File: src/rtl/sfr_pkg.sv
// Shared types and constants for the stream find-and-replace block.
package sfr_pkg;

    localparam int PATTERN_MAX = 8;
    localparam int REPLACE_MAX = 8;
    localparam int QUEUE_DEPTH = 4;
    localparam int QPTR_W      = $clog2(QUEUE_DEPTH);

    // configuration register indexes
    localparam logic [1:0] CFG_PATTERN     = 2'd0;
    localparam logic [1:0] CFG_MATCH_LEN   = 2'd1;
    localparam logic [1:0] CFG_REPLACE     = 2'd2;
    localparam logic [1:0] CFG_REPLACE_LEN = 2'd3;

    typedef struct packed {
        logic        valid;
        logic [1:0]  index;
        logic [63:0] data;
    } t_cfg_wr;

    // one decision of the front end: 1 to 8 results to be sent out
    typedef struct packed {
        logic [63:0] bytes;   // first byte in bits 7..0
        logic [2:0]  nm1;     // result count minus one
        logic        marker;  // single empty result carrying only the end mark
        logic        last;
    } t_pkt;

endpackage

File: src/rtl/stream_find_and_replace.sv
// Top level of the stream find-and-replace block.
// Takes one byte per cycle and replaces each leftmost, non-overlapping match of a
// 1 to 8 byte pattern with a 0 to 8 byte replacement. Each input beat is decided in
// the cycle it is accepted; the resulting bytes go into a 4-entry packet queue and
// leave one result per cycle while i_out_stall is low; the input rate is one beat per
// cycle as long as the output keeps up: a match with a long replacement or an
// end-of-stream flush yields up to 8 output beats, during which the queue absorbs
// further input until it fills and o_in_stall rises. Beats pass from the queue
// through the sequencer's packet register into the output register. A stream whose
// final step emits nothing ends in one beat with o_has_byte low and o_out_last high.
// Write configuration only while the block is idle; writing the pattern length
// drops the pending bytes.
module stream_find_and_replace
    import sfr_pkg::*;
(
    input  logic        i_clk,
    input  logic        i_rst_n,
    input  logic        i_cfg_valid,
    output logic        o_cfg_ready,
    input  logic [1:0]  i_cfg_index,
    input  logic [63:0] i_cfg_data,
    input  logic        i_in_valid,
    output logic        o_in_stall,
    input  logic [7:0]  i_in_byte,
    input  logic        i_in_last,
    output logic        o_out_valid,
    input  logic        i_out_stall,
    output logic [7:0]  o_out_byte,
    output logic        o_has_byte,
    output logic        o_out_last
);

    t_cfg_wr cfg;
    logic    in_accept;
    logic    push;
    t_pkt    push_pkt;
    logic    q_full;
    logic    q_valid;
    t_pkt    q_pkt;
    logic    q_pop;

    assign o_cfg_ready = 1'b1;
    assign cfg.valid   = i_cfg_valid;
    assign cfg.index   = i_cfg_index;
    assign cfg.data    = i_cfg_data;

    assign o_in_stall = q_full;
    assign in_accept  = i_in_valid && !q_full;

    sfr_front u_front (
        .i_clk    (i_clk),
        .i_rst_n  (i_rst_n),
        .i_cfg    (cfg),
        .i_accept (in_accept),
        .i_byte   (i_in_byte),
        .i_last   (i_in_last),
        .o_push   (push),
        .o_pkt    (push_pkt)
    );

    sfr_queue u_queue (
        .i_clk   (i_clk),
        .i_rst_n (i_rst_n),
        .i_push  (push),
        .i_pkt   (push_pkt),
        .i_pop   (q_pop),
        .o_full  (q_full),
        .o_valid (q_valid),
        .o_pkt   (q_pkt)
    );

    sfr_back u_back (
        .i_clk       (i_clk),
        .i_rst_n     (i_rst_n),
        .i_q_valid   (q_valid),
        .i_q_pkt     (q_pkt),
        .o_q_pop     (q_pop),
        .o_out_valid (o_out_valid),
        .i_out_stall (i_out_stall),
        .o_out_byte  (o_out_byte),
        .o_has_byte  (o_has_byte),
        .o_out_last  (o_out_last)
    );

    // an empty beat only ever closes a stream
    a_marker_last: assert property (@(posedge i_clk) disable iff (!i_rst_n)
        o_out_valid && !o_has_byte |-> o_out_last)
        else $error("empty result without end mark");

    a_marker_zero: assert property (@(posedge i_clk) disable iff (!i_rst_n)
        o_out_valid && !o_has_byte |-> o_out_byte == 8'd0)
        else $error("empty result carries nonzero byte");

    a_reset_quiet: assert property (@(posedge i_clk)
        !$past(i_rst_n) |-> !o_out_valid)
        else $error("output valid right after reset");

    a_pop_has_data: assert property (@(posedge i_clk) disable iff (!i_rst_n)
        q_pop |-> q_valid)
        else $error("queue popped while empty");

endmodule

File: src/rtl/sfr_front.sv
// Front end: pending window, pattern compare, and packet build per input beat.
module sfr_front
    import sfr_pkg::*;
(
    input  logic        i_clk,
    input  logic        i_rst_n,
    input  t_cfg_wr     i_cfg,
    input  logic        i_accept,
    input  logic [7:0]  i_byte,
    input  logic        i_last,
    output logic        o_push,
    output t_pkt        o_pkt
);

    logic [63:0] r_pattern;
    logic [3:0]  r_match_len;
    logic [63:0] r_replace;
    logic [3:0]  r_replace_len;
    logic [7:0]  r_win [7];
    logic [2:0]  r_count;

    logic [7:0]  n_win [7];
    logic [2:0]  n_count;

    logic [3:0]  len;
    logic [3:0]  rlen;
    logic [2:0]  c;
    logic [3:0]  cc;
    logic [7:0]  w [8];
    logic        full;
    logic        hit;
    logic [3:0]  n;
    logic [63:0] w_flat;

    always_comb begin
        if (r_match_len == 4'd0) begin
            len = 4'd1;
        end else if (r_match_len > 4'(PATTERN_MAX)) begin
            len = 4'(PATTERN_MAX);
        end else begin
            len = r_match_len;
        end
        rlen = (r_replace_len > 4'(REPLACE_MAX)) ? 4'(REPLACE_MAX) : r_replace_len;
    end

    always_comb begin
        c = (4'(r_count) > len - 4'd1) ? 3'(len - 4'd1) : r_count;
        cc = 4'(c) + 4'd1;
        for (int i = 0; i < 8; i++) begin
            if (3'(i) == c) begin
                w[i] = i_byte;
            end else if (i < 7 && 3'(i) < c) begin
                w[i] = r_win[i < 7 ? i : 0];
            end else begin
                w[i] = 8'd0;
            end
            w_flat[8*i +: 8] = w[i];
        end
        full = (cc == len);
        hit  = 1'b1;
        for (int i = 0; i < 8; i++) begin
            if (4'(i) < len && w[i] != r_pattern[8*i +: 8]) begin
                hit = 1'b0;
            end
        end
    end

    always_comb begin
        n_win   = r_win;
        n_count = r_count;
        if (full && hit) begin
            n = rlen;
            n_count = 3'd0;
        end else if (full) begin
            n = i_last ? len : 4'd1;
            for (int i = 0; i < 7; i++) begin
                n_win[i] = w[i + 1];
            end
            n_count = 3'(len - 4'd1);
        end else begin
            n = i_last ? cc : 4'd0;
            for (int i = 0; i < 7; i++) begin
                n_win[i] = w[i];
            end
            n_count = cc[2:0];
        end
        if (i_last) begin
            n_count = 3'd0;
        end
    end

    assign o_push        = i_accept && (n != 4'd0 || i_last);
    assign o_pkt.bytes   = (full && hit) ? r_replace : w_flat;
    assign o_pkt.nm1     = (n == 4'd0) ? 3'd0 : 3'(n - 4'd1);
    assign o_pkt.marker  = (n == 4'd0);
    assign o_pkt.last    = i_last;

    always_ff @(posedge i_clk) begin
        if (!i_rst_n) begin
            r_pattern     <= '0;
            r_match_len   <= 4'd1;
            r_replace     <= '0;
            r_replace_len <= 4'd0;
            r_count       <= 3'd0;
        end else begin
            if (i_cfg.valid) begin
                unique case (i_cfg.index)
                    CFG_PATTERN: r_pattern <= i_cfg.data;
                    CFG_MATCH_LEN: begin
                        r_match_len <= i_cfg.data[3:0];
                        r_count     <= 3'd0;
                    end
                    CFG_REPLACE:     r_replace     <= i_cfg.data;
                    CFG_REPLACE_LEN: r_replace_len <= i_cfg.data[3:0];
                    default: ;
                endcase
            end else if (i_accept) begin
                r_count <= n_count;
            end
        end
    end

    always_ff @(posedge i_clk) begin
        if (i_accept) begin
            r_win <= n_win;
        end
    end

endmodule

File: src/rtl/sfr_queue.sv
// Short packet queue between the front end and the output sequencer.
module sfr_queue
    import sfr_pkg::*;
(
    input  logic i_clk,
    input  logic i_rst_n,
    input  logic i_push,
    input  t_pkt i_pkt,
    input  logic i_pop,
    output logic o_full,
    output logic o_valid,
    output t_pkt o_pkt
);

    t_pkt                r_mem [QUEUE_DEPTH];
    logic [QPTR_W-1:0]   r_wr;
    logic [QPTR_W-1:0]   r_rd;
    logic [QPTR_W:0]     r_cnt;

    assign o_full  = (r_cnt == (QPTR_W + 1)'(QUEUE_DEPTH));
    assign o_valid = (r_cnt != '0);
    assign o_pkt   = r_mem[r_rd];

    always_ff @(posedge i_clk) begin
        if (!i_rst_n) begin
            r_wr  <= '0;
            r_rd  <= '0;
            r_cnt <= '0;
        end else begin
            if (i_push) begin
                r_wr <= r_wr + 1'b1;
            end
            if (i_pop) begin
                r_rd <= r_rd + 1'b1;
            end
            r_cnt <= r_cnt + (QPTR_W + 1)'(i_push) - (QPTR_W + 1)'(i_pop);
        end
    end

    always_ff @(posedge i_clk) begin
        if (i_push) begin
            r_mem[r_wr] <= i_pkt;
        end
    end

endmodule

File: src/rtl/sfr_back.sv
// Output sequencer: walks each packet into the output register one result per cycle unless stalled.
module sfr_back
    import sfr_pkg::*;
(
    input  logic       i_clk,
    input  logic       i_rst_n,
    input  logic       i_q_valid,
    input  t_pkt       i_q_pkt,
    output logic       o_q_pop,
    output logic       o_out_valid,
    input  logic       i_out_stall,
    output logic [7:0] o_out_byte,
    output logic       o_has_byte,
    output logic       o_out_last
);

    logic        r_busy;
    t_pkt        r_pkt;
    logic [2:0]  r_idx;
    logic        r_ovalid;
    logic [7:0]  r_obyte;
    logic        r_ohas;
    logic        r_olast;

    logic out_free;
    logic step;
    logic done;
    logic load;

    assign out_free = !r_ovalid || !i_out_stall;
    assign step     = r_busy && out_free;
    assign done     = step && (r_idx == r_pkt.nm1);
    assign load     = i_q_valid && (!r_busy || done);
    assign o_q_pop  = load;

    always_ff @(posedge i_clk) begin
        if (!i_rst_n) begin
            r_busy   <= 1'b0;
            r_ovalid <= 1'b0;
        end else begin
            if (step) begin
                r_ovalid <= 1'b1;
            end else if (out_free) begin
                r_ovalid <= 1'b0;
            end
            if (load) begin
                r_busy <= 1'b1;
            end else if (done) begin
                r_busy <= 1'b0;
            end
        end
    end

    always_ff @(posedge i_clk) begin
        if (step) begin
            r_obyte <= r_pkt.marker ? 8'd0 : r_pkt.bytes[8*r_idx +: 8];
            r_ohas  <= !r_pkt.marker;
            r_olast <= r_pkt.last && (r_idx == r_pkt.nm1);
        end
        if (load) begin
            r_pkt <= i_q_pkt;
            r_idx <= 3'd0;
        end else if (step) begin
            r_idx <= r_idx + 3'd1;
        end
    end

    assign o_out_valid = r_ovalid;
    assign o_out_byte  = r_obyte;
    assign o_has_byte  = r_ohas;
    assign o_out_last  = r_olast;

endmodule

File: config.mk
export PLATFORM = sky130hd
export DESIGN_NAME = stream_find_and_replace
export DESIGN_NICKNAME = d
export VERILOG_FILES = /design/src/rtl/sfr_pkg.sv /design/src/rtl/stream_find_and_replace.sv /design/src/rtl/sfr_front.sv /design/src/rtl/sfr_queue.sv /design/src/rtl/sfr_back.sv
export SDC_FILE = /design/constraint.sdc
export NUM_CORES = 1
export LEC_CHECK = 0
export BUFFER_PORTS_ARGS = -buffer_cell sky130_fd_sc_hd__buf_2
export CORE_ASPECT_RATIO = 0.9
export CORE_MARGIN = 2
export CORE_UTILIZATION = 51
export DETAILED_ROUTE_END_ITERATION = 12
export PLACE_DENSITY = 0.76
export SYNTH_ARGS = -nofsm -noshare
export SYNTH_HDL_FRONTEND = slang
export SYNTH_SLANG_ARGS = --single-unit
export TNS_END_PERCENT = 100
File: constraint.sdc
create_clock -name i_clk -period 17.7 [get_ports i_clk]
set_clock_uncertainty 0.15 [all_clocks]
set_input_delay 0.885 -clock i_clk [delete_from_list [all_inputs] [get_ports i_clk]]
set_output_delay 0.885 -clock i_clk [all_outputs]
set_load 0.05 [all_outputs]
# ---- Word level (Yosys, flattened, before mapping)
# Memory sizes are Yosys's and may differ from the RTL's. A register that Yosys moved wholly into a read port is not among the register bits.
# Index checks and enable logic that the tools add are counted.
dict set report classes {
  add_sub_neg 8
  order_cmp 18
  eq_ne 22
  n_shift 1
  muxes 46
  n_bitwise 1
  n_reduce_logical 38
}
# cell n
set ops {}
lappend ops {{2-to-1 mux 8 bit} 15}
lappend ops {{2-to-1 mux 64 bit} 1}
lappend ops {{!= test 8 bit} 8}
lappend ops {{variable part select 64 x 7 -> 8 bit} 1}
lappend ops {{2-to-1 mux 56 bit} 1}
lappend ops {{2-to-1 mux 4 bit} 7}
lappend ops {{2-to-1 mux 3 bit} 8}
lappend ops {{< comparator 3 x 4 -> 1 bit, first input constant} 4}
lappend ops {{logical AND 1 bit} 15}
lappend ops {{2-to-1 mux 1 bit} 14}
lappend ops {{== test 3 bit, first input constant} 4}
lappend ops {{AND reduction 2 bit} 6}
lappend ops {{< comparator 3 bit, first input constant} 3}
lappend ops {{> comparator 4 bit, second input constant} 2}
lappend ops {{zero test 4 bit} 2}
lappend ops {{< comparator 1 x 4 -> 1 bit, first input constant} 2}
lappend ops {{< comparator 2 x 4 -> 1 bit, first input constant} 2}
lappend ops {{== test 2 x 3 -> 1 bit, first input constant} 2}
lappend ops {{< comparator 1 x 3 -> 1 bit, first input constant} 2}
lappend ops {{< comparator 2 x 3 -> 1 bit, first input constant} 2}
lappend ops {{nonzero test 2 bit} 3}
lappend ops {{zero test 1 bit} 5}
lappend ops {{adder 2 x 1 -> 2 bit, second input constant} 2}
lappend ops {{adder 3 x 1 -> 4 bit, second input constant} 1}
lappend ops {{19 further kinds} 22}
dict set report totals {
  regBits 217
  ramBits 276
  input_bits 80
  output_inout_bits 13
  elab_cells 156
  memories 1
}
# memory words width read_ports rd_clocked_by_memory_dff write_ports line_no
set mem_list {}
lappend mem_list {u_queue.r_mem 4 69 1 1 1 sfr_queue.sv:15} ;# t_pkt r_mem [QUEUE_DEPTH];

# ---- Logic depth before layout (Yosys ltp)
dict set report logic_depth {
  depth_word 26
  mapped_depth 32
  ltp_nobuf 27
}

# ---- Cells and area by module
# From an unflattened synthesis, not the netlist that was laid out.
dict set report unflattened {
  hier_cells 2004
  area_unflattened_um2 25567.0
}
# mod n_inst cells_each area_each_um2 seq_area_each_um2
set by_module_without_submodules {}
lappend by_module_without_submodules {sfr_front 1 1449 11959.0 4464.3}
lappend by_module_without_submodules {sfr_queue 1 404 10411.2 8468.1}
lappend by_module_without_submodules {sfr_back 1 148 3171.8 2472.4}
lappend by_module_without_submodules {stream_find_and_replace 1 3 25.0 0.0}

# ---- Worst setup path before layout
# No wires, ideal clock.
dict set report synth_timing {
  path_type {reg2reg}
  startpoint {register u_front.r_match_len[1]}
  endpoint {register u_front.r_win[0] in the netlist's numbering, enable pin}
  setup_time_ns 0.476
  t_arrival_ns 7.599
  required_ns 17.074
  setup_slack_ns 9.474
  stages_incl_launch_ff 27
  path_buffers 5
  synth_period_minus_slack_ns 8.226
  path_cell_list {dfxtp_1 -> clkbuf_1 -> o21bai_1 -> nand2_1 -> ha_1 -> ha_1 -> inv_1 -> ha_1 -> and3b_1 -> buf_2 -> o21ai_4 -> buf_2 -> nor2_1 -> a21oi_1 -> ha_1 -> inv_1 -> o211ai_1 -> mux2i_1 -> or2_1 -> buf_2 -> a32o_1 -> xnor2_1 -> nand4_1 -> a21boi_0 -> o2111ai_1 -> clkbuf_1 -> nor2b_1}
}
dict set report synth_via {
  elab_chain_cells 22
  elab_cells_between_ends 74
  cone_classes {2 x add/sub; 17 x order compare; 16 x eq/ne; 26 x mux; 1 x bitwise; 12 x reduce/logical}
}
# element line_no
set synth_lines {}
lappend synth_lines {{from (decl)} sfr_front.sv:16} ;# logic [3:0] r_match_len;
lappend synth_lines {{from (signal assigned)} sfr_front.sv:110} ;# r_match_len <= i_cfg.data[3:0];
lappend synth_lines {{> comparator 4 bit} sfr_front.sv:38} ;# end else if (r_match_len > 4'(PATTERN_MAX)) begin
lappend synth_lines {{2-to-1 mux 4 bit} sfr_front.sv:38}
lappend synth_lines {{2-to-1 mux 4 bit *} sfr_front.sv:36} ;# if (r_match_len == 4'd0) begin
lappend synth_lines {{subtractor 4 x 1 -> 4 bit} sfr_front.sv:47} ;# c = (4'(r_count) > len - 4'd1) ? 3'(len - 4'd1) : r_count;
lappend synth_lines {{> comparator 3 x 4 -> 1 bit} sfr_front.sv:47}
lappend synth_lines {{2-to-1 mux 3 bit} sfr_front.sv:47}
lappend synth_lines {{< comparator 1 x 3 -> 1 bit} sfr_front.sv:52} ;# end else if (i < 7 && 3'(i) < c) begin
lappend synth_lines {{2-to-1 mux 8 bit} sfr_front.sv:52}
lappend synth_lines {{2-to-1 mux 8 bit} sfr_front.sv:50} ;# if (3'(i) == c) begin
lappend synth_lines {{!= test 8 bit} sfr_front.sv:62} ;# if (4'(i) < len && w[i] != r_pattern[8*i +: 8]) begin
lappend synth_lines {{logical AND 1 bit} sfr_front.sv:62}
lappend synth_lines {{2-to-1 mux 1 bit (8 in series)} sfr_front.sv:62}
lappend synth_lines {{logical AND 1 bit *} sfr_front.sv:71} ;# if (full && hit) begin
lappend synth_lines {{NOT 1 bit (no line) *} n/a}
lappend synth_lines {{AND reduction 2 bit (no line) *} n/a}
lappend synth_lines {{to (signal assigned)} sfr_front.sv:125} ;# r_win <= n_win;
lappend synth_lines {{to (decl)} sfr_front.sv:19} ;# logic [7:0] r_win [7];
# Mark *: on every way between the ends. The rest lies on a longest branch, timed or not.
# A chain may end at the register's enable or synchronous reset.

# ---- Worst setup path after layout
dict set report layout_timing {
  startpoint {register u_front.r_match_len[3]}
  endpoint {register u_front.r_win[6] in the netlist's numbering, enable pin}
}
# The elaborated chain is that of the path after synthesis.

==> impl_metrics.env <==
export IMPL_fmax_mhz=109
export IMPL_finalCritPeriodShare_pct=51.8
export IMPL_async_reset_ff_share_pct=0
export IMPL_peakVddDrop_uv=78.1
export IMPL_drv_cap=0
export IMPL_drt_drc_violations_left=0
export IMPL_gp_congestion=0.914
export IMPL_grt_pass1_wl_um=103000
export IMPL_startpoint_type="flip-flop"
export IMPL_io_pins=93
export IMPL_drtAntennaViolNets=0
export IMPL_worstReg2RegEnd="u_front.r_win[6]$_DFFE_PP_"
export IMPL_layout_commonest_cell="edfxtp_1"
export IMPL_synth_flop_cell="edfxtp_1"
export IMPL_r2r_setup_slack_ns=8.54
export IMPL_power_density_nw_per_um2=148
export IMPL_grt_usage_pct=27.3
export IMPL_insertion_delay_ns=0.61
export IMPL_drtIter0Drc=2322
export IMPL_cts_tree="done"
export IMPL_critPathArrivalTime_ns=9.23
export IMPL_final_seq_area_um2=15400
export IMPL_core_area_um2=48100
export IMPL_setup_viol=0
export IMPL_synth_avg_cell_area_um2=12.6
export IMPL_grt_pass1_vias=15900
export IMPL_die_area_um2=50800
export IMPL_drive_gt1_share_pct=17.6
export IMPL_finalNetCount=2115
export IMPL_timing_final_max_slew_violations=0
export IMPL_routedWlPerCell_um=25.8
export IMPL_cts_resized=0
export IMPL_hold_violations=0
export IMPL_clk_pin_slew_ns=0.06
export IMPL_syn_area_um2=25000
export IMPL_route_vias_total=16600
export IMPL_die_x_um=237
export IMPL_cts_buffers=54
export IMPL_ys_seq_elements=562
export IMPL_r2r_cells=25
export IMPL_hp_start="u_front.r_replace[11]$_SDFFE_PN0P_"
export IMPL_clockBufferDepth=3
export IMPL_fin_crit_ns=9.16
export IMPL_syn_inst=1977
export IMPL_hpwl_um=45500
export IMPL_area_growth_pct=11.5
export IMPL_holdPathStages=2
export IMPL_routed_wl_um=69200
export IMPL_nFillCells=3791
export IMPL_final_cell_mix="edfxtp_1 (411), nand2_1 (334), dfxtp_1 (149)"
export IMPL_hold_path_end="u_front.r_replace[11]$_SDFFE_PN0P_"
export IMPL_start_util_pct=52.0
export IMPL_whs_ns=0.320
export IMPL_antenna_cells=0
export IMPL_cts_max_level=2
export IMPL_worstPathRequired_ns=17.77
export IMPL_power_mw=4.13
export IMPL_cts_setup_buffers=0
export IMPL_slew_headroom_pct=9.23
export IMPL_max_slew_worst_pin_slew_ns=1.35
export IMPL_port_buffers=91
export IMPL_fin_setup_tns_ns=0
export IMPL_dr_pass1_iters=6
export IMPL_synth_distinct_cells=71
export IMPL_cp_end_kind="flip-flop"
export IMPL_routed_via_density=6.19
export IMPL_criticalPathCategory="flip-flop to flip-flop"
export IMPL_rows=76
export IMPL_antenna_found_initial=0
export IMPL_die_h_um=214
export IMPL_crit_fanout=58
export IMPL_ys_seq_area_share_pct=61.4
export IMPL_status="complete, no violations"
export IMPL_multi_input_area_um2=8980
export IMPL_leakage_nw=9.54
export IMPL_r2r_start="u_front.r_match_len[3]$_SDFFE_PN0P_"
export IMPL_cts_hold_buf=0
export IMPL_cts_sinks=562
export IMPL_yosys_warnings=0
export IMPL_synth_edf_count=411
export IMPL_cts_root_buffer_cell="clkbuf_16"
export IMPL_hp_class="flip-flop to flip-flop"
export IMPL_grt_ovfl_total=0
export IMPL_syn_num_nets=2075
export IMPL_grt_start_max_net_pins=109
export IMPL_grt_setup_unrepaired="false"
report_power, final:
group          switching, mW  total, mW  internal, mW
registers              0.122       1.89          1.77
clock network          0.505       1.22         0.710
logic                  0.645       1.02         0.379
sequential cells by signal (all words and copies together) (netlist names):
signal,cells
u_back.o_has_byte,1
u_back.o_out_byte,8
u_back.o_out_last,1
u_back.o_out_valid,1
u_back.r_busy,1
u_back.r_idx,3
u_back.r_pkt,69
u_front.r_count,3
u_front.r_match_len,4
u_front.r_pattern,64
u_front.r_replace,64
u_front.r_replace_len,4
u_front.r_win,56
u_queue.r_cnt,3
u_queue.r_mem,276
u_queue.r_rd,2
u_queue.r_wr,2
cell families (layout without fill, tap and decap cells):
group,Yosys count,in the layout,synth area share (%)
AND/OR/NAND/NOR,586,586,10.3
AO/OA/AOI/OAI,385,385,10.7
other,1,1,0.0150
flip-flops,562,562,61.4
buffers and inverters,190,274,2.92
multiplexers,189,189,12.1
XOR/XNOR,46,46,1.61
adder cells (fa/ha/maj),18,18,0.931
routing by layer:
layer	share of wire (%)	track usage, %	routed length, um	up-vias
met1	42	40.6	29100	8259
met5	0	0	0	-
met3	9.7	4.31	6710	113
met4	2.5	7.40	1760	0
met2	46	42.0	31700	864
li1	-	-	-	7382
cell type report:
| type | count | share of cell area, % |
|---|---|---|
| clock buffer | 72 | 5.45 |
| clock inverter | 28 | 1.32 |
| inverter | 60 | 0.808 |
| multi-input combinational | 1225 | 32.2 |
| sequential | 562 | 55.1 |
| tap | 624 | 2.80 |
| timing repair buffer | 114 | 2.26 |
Yosys cell counts, types with 26 or more instances:
| master | count | area, um^2 |
|---|---|---|
| a21boi_0 | 135 | 1010 |
| a21oi_1 | 56 | 280 |
| clkbuf_1 | 106 | 398 |
| dfxtp_1 | 151 | 3020 |
| edfxtp_1 | 411 | 12300 |
| inv_1 | 59 | 221 |
| mux2_2 | 48 | 541 |
| mux2i_1 | 55 | 551 |
| mux4_2 | 85 | 1910 |
| nand2_1 | 334 | 1250 |
| nand3_1 | 26 | 130 |
| nor2_1 | 91 | 342 |
| nor3_1 | 27 | 135 |
| o21ai_0 | 64 | 320 |
| xnor2_1 | 28 | 245 |
how the worst max path moves through the flow:
stage                                        startpoint                     endpoint  slack (ns)  cells past startpoint
finish              u_front.r_match_len[3]$_SDFFE_PN0P_   u_front.r_win[6]$_DFFE_PP_        8.54                     25
global route        u_front.r_match_len[3]$_SDFFE_PN0P_   u_front.r_win[6]$_DFFE_PP_        8.03                     25
CTS                 u_front.r_match_len[3]$_SDFFE_PN0P_  u_front.r_win[13]$_DFFE_PP_        8.80                     25
detailed placement  u_front.r_match_len[3]$_SDFFE_PN0P_   u_front.r_win[8]$_DFFE_PP_        8.83                     25
global placement    u_front.r_match_len[3]$_SDFFE_PN0P_   u_front.r_win[8]$_DFFE_PP_        9.07                     25
floorplan           u_front.r_match_len[1]$_SDFFE_PN0P_   u_front.r_win[0]$_DFFE_PP_        9.47                     26
worst max-delay path, stage by stage (launching register included):
cell and delay [ns]:
dfxtp_1 0.62, inv_1 0.21, nand2_1 0.25, ha_1 0.23
ha_1 0.27, inv_1 0.10, ha_1 0.30, and3_1 0.26
a21oi_1 0.77, o21ai_0 0.36, inv_2 0.26, ha_1 0.60
inv_1 0.27, o211ai_1 0.18, mux2i_1 0.10, buf_4 0.22
or2_1 0.39, a32o_1 0.33, xnor2_1 0.15, nand4_1 0.11
a21boi_0 0.14, o2111ai_4 0.23, buf_4 0.49, buf_4 0.69
nor2b_4 0.27, buf_4 0.64
stage by stage:
stage               instance area (um^2)  cells  setup WS [ns]  utilization, %
CTS                                27900   2685           8.80            57.9
detailed placement                 26000   2585           8.83            54.0
finish                             27900   2685           8.54            57.9
global route                       27900   2685           8.03            57.9
floorplan                          25000   1977           9.47               -
global placement                   26000   2585           9.07            54.0
Power figures use the tool's default switching activity.
